## src/sv/gbba_pkg.sv

```systemverilog
// Shared constants and types of the group bitmap block allocator.
`timescale 1ns / 1ps
`default_nettype none
package gbba_pkg;

    localparam int DIV_NUM_W = 32;
    localparam int DIV_DEN_W = 17;

    localparam int CMD_W    = 1;
    localparam int STATUS_W = 2;
    localparam int BLOCK_W  = 18;
    localparam int CFG_IDX_W  = 2;
    localparam int CFG_DATA_W = 17;

    localparam logic [CMD_W-1:0] CMD_ALLOC = 1'b0;
    localparam logic [CMD_W-1:0] CMD_FREE  = 1'b1;

    localparam logic [STATUS_W-1:0] ST_OK      = 2'd0;
    localparam logic [STATUS_W-1:0] ST_INVALID = 2'd1;
    localparam logic [STATUS_W-1:0] ST_NONE    = 2'd2;

    localparam logic [CFG_IDX_W-1:0] CFG_BLOCKS_IN_GROUP  = 2'd0;
    localparam logic [CFG_IDX_W-1:0] CFG_INODES_IN_GROUP  = 2'd1;
    localparam logic [CFG_IDX_W-1:0] CFG_GROUPS_IN_USE    = 2'd2;
    localparam logic [CFG_IDX_W-1:0] CFG_FIRST_DATA_BLOCK = 2'd3;

    // Request into the shared divider.
    typedef struct packed {
        logic                 start;
        logic [DIV_NUM_W-1:0] dividend;
        logic [DIV_DEN_W-1:0] divisor;
    } t_div_req;

    // Answer of the shared divider; done pulses for one cycle.
    typedef struct packed {
        logic                 done;
        logic [DIV_NUM_W-1:0] quotient;
        logic [DIV_DEN_W-1:0] remainder;
    } t_div_rsp;

endpackage
`default_nettype wire

```

## src/sv/gbba_divider.sv

```systemverilog
// Restoring divider that produces one quotient bit per cycle.
`timescale 1ns / 1ps
`default_nettype none
module gbba_divider
    import gbba_pkg::*;
(
    input  wire logic     i_clk,
    input  wire logic     i_rst_n,
    input  wire t_div_req i_req,
    output t_div_rsp      o_rsp
);

    localparam int CNT_W = $clog2(DIV_NUM_W);

    logic                 r_busy, n_busy;
    logic [CNT_W-1:0]     r_cnt, n_cnt;
    logic [DIV_DEN_W:0]   r_rem, n_rem;
    logic [DIV_NUM_W-1:0] r_quo, n_quo;
    logic [DIV_DEN_W-1:0] r_den, n_den;
    logic                 r_done, n_done;
    logic [DIV_DEN_W+1:0] w_shift;
    logic [DIV_DEN_W+1:0] w_diff;

    assign w_shift = {r_rem, r_quo[DIV_NUM_W-1]};
    assign w_diff  = w_shift - {2'b00, r_den};

    always_comb begin
        n_busy = r_busy;
        n_cnt  = r_cnt;
        n_rem  = r_rem;
        n_quo  = r_quo;
        n_den  = r_den;
        n_done = 1'b0;
        if (i_req.start) begin
            n_busy = 1'b1;
            n_cnt  = '0;
            n_rem  = '0;
            n_quo  = i_req.dividend;
            n_den  = i_req.divisor;
        end else if (r_busy) begin
            // The remainder stays below the divisor, so one subtract decides the bit.
            if (!w_diff[DIV_DEN_W+1]) begin
                n_rem = w_diff[DIV_DEN_W:0];
                n_quo = {r_quo[DIV_NUM_W-2:0], 1'b1};
            end else begin
                n_rem = w_shift[DIV_DEN_W:0];
                n_quo = {r_quo[DIV_NUM_W-2:0], 1'b0};
            end
            n_cnt = r_cnt + 1'b1;
            if (r_cnt == CNT_W'(DIV_NUM_W - 1)) begin
                n_busy = 1'b0;
                n_done = 1'b1;
            end
        end
    end

    always_ff @(posedge i_clk) begin
        if (!i_rst_n) begin
            r_busy <= 1'b0;
            r_done <= 1'b0;
            r_cnt  <= '0;
        end else begin
            r_busy <= n_busy;
            r_done <= n_done;
            r_cnt  <= n_cnt;
        end
        r_rem <= n_rem;
        r_quo <= n_quo;
        r_den <= n_den;
    end

    assign o_rsp.done      = r_done;
    assign o_rsp.quotient  = r_quo;
    assign o_rsp.remainder = r_rem[DIV_DEN_W-1:0];

endmodule
`default_nettype wire

```

## config.mk

```make
export PLATFORM = sky130hd
export DESIGN_NAME = gbba_divider
export DESIGN_NICKNAME = d
export VERILOG_FILES = /design/src/sv/gbba_pkg.sv /design/src/sv/gbba_divider.sv
export SDC_FILE = /design/constraint.sdc
export NUM_CORES = 1
export LEC_CHECK = 0
export BUFFER_PORTS_ARGS = -buffer_cell sky130_fd_sc_hd__clkbuf_2
export CAP_MARGIN = 30
export CORE_ASPECT_RATIO = 0.6
export CORE_MARGIN = 2
export CORE_UTILIZATION = 50
export CTS_BUF_LIST = sky130_fd_sc_hd__clkbuf_16
export DETAILED_ROUTE_END_ITERATION = 12
export PLACE_DENSITY = 0.82
export SYNTH_ARGS = -nofsm -noshare
export SYNTH_HDL_FRONTEND = slang
export SYNTH_SLANG_ARGS = --single-unit
```

## constraint.sdc

```tcl
create_clock -name i_clk -period 3.7 [get_ports i_clk]
set_input_delay 0.37 -clock i_clk [delete_from_list [all_inputs] [get_ports i_clk]]
set_output_delay 0.37 -clock i_clk [all_outputs]
set_load 0.1 [all_outputs]
```

# Yosys cells after proc, flatten, opt, wreduce, memory -nomap -nowiden
# Cells that the tools add are included.
# word_totals
in_bits	52
reg_bits	74
# op_classes
eq_ne	1
mux	8
reduce_logical	3
n_bitwise	2
addsub	2
# op_table
cell	n
$mux W32	2
$sub A19 B17 Y19	1
$mux W18	1
$add A5 B1 Y5 const B	1
$eq A5 B5 Y1 const B	1
$mux W1	5
$reduce_or A3 Y1	1
$not A1 Y1	2
$reduce_bool A2 Y1	1
$reduce_or A2 Y1	1

# Depth between registers and ports, before layout
# logic_depth
depth_word	4
mapped_depth	13
ltp_nobuf	11

# Worst setup path before layout
# OpenSTA, ideal clock, no wires.
# synth_path
path_kind	reg2reg
startpoint	register r_quo[31]
endpoint	register r_rem[13]
required_time_ns	3.572
slack_ns	0.391
stages_incl_launch_ff	14
arrival_ns	3.181
setup_ns	0.128
path_cell_list	edfxtp_1 -> inv_1 -> ha_1 -> inv_1 -> fa_1 -> a21o_1 -> a221oi_2 -> o21a_2 -> o21ai_2 -> a311o_1 -> buf_6 -> buf_2 -> a32oi_1 -> o31ai_1
# synth_via
elab_chain_cells	2
# synth_lines
element	line	text
start, declared	gbba_divider.sv:18	logic [DIV_NUM_W-1:0] r_quo, n_quo;
start signal, assigned	gbba_divider.sv:68	r_quo <= n_quo;
$sub A19 B17 Y19	gbba_divider.sv:25	assign w_diff = w_shift - {2'b00, r_den};
$mux W18	gbba_divider.sv:42	if (!w_diff[DIV_DEN_W+1]) begin
end signal, assigned	gbba_divider.sv:67	r_rem <= n_rem;
end, declared	gbba_divider.sv:17	logic [DIV_DEN_W:0] r_rem, n_rem;
# Every way passes these cells.
# A chain may end at the register's enable or synchronous reset.

# Worst setup path in the final report
# layout_path
startpoint	register r_quo[31]
endpoint	register r_rem[14]
# The elaborated chain is that of the path after synthesis.

==> flow_summary.ini <==
[global_routing]
grt_pass1_wl_um = 14110
grt_max_degree = 64
grt_use_total_pct = 21.58
grt_overflow = 0
antenna_found_initial = 0
grt_pass1_vias = 2796

[critical_path]
startpoint_type = flop
cp_slowest_cell = edfxtp_1
rr_endpoint = r_rem[14]
crit_fanout = 27
critPathMaxStageDelay_ns = 0.42
reg2reg_slack_ns = 0.50
reg2reg_from = r_quo[31]
cp_cell_sequence = inv_1 -> ha_1 -> inv_1 -> fa_1 -> a21o_1 -> a221oi_2 -> o21a_2 -> o21ai_2 -> a311o_1 -> buf_4 -> or3b_1 -> o21ai_1
crit_path_frequent_cell = inv_1
critical_path_required_ns = 3.97
arrival_ns = 3.47
cp-end-kind = flop
critical_path_class = reg2reg
ff2ff_path_depth = 12

[clocking]
clkSlewWorstSetupHoldPaths_ns = 0.06
post_cts_resized = 0
cts_tree = done
cts_root_buffer = clkbuf_16
cts_max_level = 3
cts_sinks = 74
clock_latency_ns = 0.34
post_cts_buffers = 0
cts_inserted_buffers = 9
cts_hold_buf = 0
cts_max_path_buffers = 2

[status]
run_status = finished clean

[logic_synthesis]
ys_seq_area_share_pct = 49.51
ys_types = 52
syn_nets = 424
syn_inst = 352
synth_area_leaders = edfxtp_1, dfxtp_1, mux2_2
synth_enable_flop_cells = 49
yosysWarnings = 0
synth_async_sr_flop_share_pct = 0
synth_flop_cell = edfxtp_1
syn_avg_cell_area_sq_um = 11.31
synth_top_area_share_pct = 36.95
synth_top_area_cell = edfxtp_1
synth_area_sq_mm = 0.003983
ys_ff_latch = 74

[timing]
finalHoldViolCount = 0
finalSetupTns_ns = 0
max_freq_ghz = 0.3124
slew_headroom_pct = 42.03
tightest_slew_ns = 0.8683
rsz0062_at_grt = no
period_share_pct = 86.50
maxSlewViolCount = 0
setup_violations = 0
finalClockSkew_ns = 0.007304
fin_hold_ws_ns = 0.1986
fin_crit_ns = 3.201

[finish]
final_nets = 504
num_antenna_cells = 0
regArea_sq_mm = 0.001972
layout-drive-gt1-share_pct = 35.70
multi_input_area_sq_mm = 0.001720
final_common_cell = clkbuf_2
area.growth.synth_to_final_pct = 18.91
fillers = 645
layout_common_cells = clkbuf_2, edfxtp_1, mux2_2

[pwr]
p_sw_share_pct = 35.49
leakage_nw = 2.125
p_per_area_mw_per_mm2 = 535.5
vdd_drop_max_uv = 294.1
p_switching_uw = 900.0
pwr-share-clk_pct = 34.9
comb_power_share_pct = 25.7
seq_power_share_pct = 39.5
internal-power_mw = 1.636

[detailed_routing]
antenna_left = 0
vias_per_cell = 5.439
firstDrtPassIters = 4
first_iter_violations = 331
finalWirelength_um = 9192
avgRoutedWirePerCell_um = 16.87
vias = 2964
drcViolationCount = 0

[floorplan]
boundaryPins = 102
die_w_um = 119.2
die_height_um = 73.13
core_area_sq_mm = 0.007789
start_util_pct = 51.13
dieArea_sq_mm = 0.008719
num_rows = 25

[placement]
place_hpwl_um = 6805
place.gp.congestion = 0.9549
portBuffers = 101

[min_path]
hold_depth = 1
worstHoldPathType = in2reg
hold_start = i_req[0]
whs_endpoint = r_den[0]

[flow_run]
drv_cap = 0
==> cell families (layout without fill, tap and decap cells) <==
group / count (synthesis) / count (layout) / synth area share [%]
xor gates and xnor gates: 16 / 16 / 3.519
adders and majority gates: 20 / 20 / 6.472
DFF: 74 / 74 / 49.51
muxes: 42 / 42 / 11.53
AOI/OAI and AO/OA: 71 / 71 / 12.72
and+or+nand+nor: 73 / 73 / 8.954
buffers and inverters: 56 / 141 / 7.289
==> power groups by stage <==
stage,Combinational [mW],Sequential (mW),Clock (mW)
finish,0.651,1.00,0.884
detailed placement,0.646,1.02,0
CTS,0.649,1.00,0.900
global placement,0.636,1.01,0
floorplan,0.273,1.27,0
global route,0.680,1.01,0.938
==> critical path, delay by kind of cell (launching register included) <==
kind,cells,cell delay [ns]
AO/OA/AOI/OAI,6,1.34
adder cells (fa/ha/maj),2,0.58
buffers and inverters,3,0.39
AND/OR/NAND/NOR,1,0.41
flip-flops,1,0.42
==> metal layers <==
metal | GRT usage, % | up-vias | wire, um
met4 | 7.275 | 0 | 122
met3 | 8.047 | 14 | 774
met2 | 30.46 | 122 | 3981
li1 | - | 1439 | -
met1 | 30.57 | 1389 | 4313
met5 | 0 | - | 0
==> registers in the layout, summed over array words and instances (netlist names) <==
signal / count
r_rem: 18
r_cnt: 5
r_busy: 1
r_den: 17
r_quo: 32
r_done: 1
==> cell type report <==
class	instances	area share (%)
clock inverter	7	1.612
tap	108	2.853
multi-input combinational	222	36.33
clock buffer	9	4.756
timing repair buffer	104	11.15
sequential	74	41.64
inverter	21	1.664
==> synthesized netlist by cell type (9+ instances only) <==
cell type and instances:
edfxtp_1 49, mux2_2 31, dfxtp_1 25, nand2_1 22, inv_1 21, nor2_1 21, buf_4 19, ha_1 19
clkbuf_1 12, o21ai_0 12, mux2i_1 11, a21oi_1 10, xor2_1 9
==> through the flow <==
stage	instances	util, %	cell area [sq um]	power [mW]	worst slack, ns
finish	545	60.80	4736	2.536	0.4994
floorplan	352	-	3983	1.542	0.3912
CTS	545	60.80	4736	2.549	0.5279
global route	545	60.80	4736	2.627	0.3921
global placement	529	56.93	4434	1.649	0.6951
detailed placement	529	56.93	4434	1.664	0.5549
==> how the worst max path moves through the flow <==
stage	from	to	slack, ns	cells past startpoint
global placement	r_quo[31]	r_rem[14]	0.70	12
global route	r_quo[31]	r_rem[14]	0.39	12
finish	r_quo[31]	r_rem[14]	0.50	12
CTS	r_quo[31]	r_rem[14]	0.53	12
floorplan	r_quo[31]	r_rem[13]	0.39	13
detailed placement	r_quo[31]	r_rem[14]	0.55	12
No activity file was read; power rests on OpenSTA's default activity.
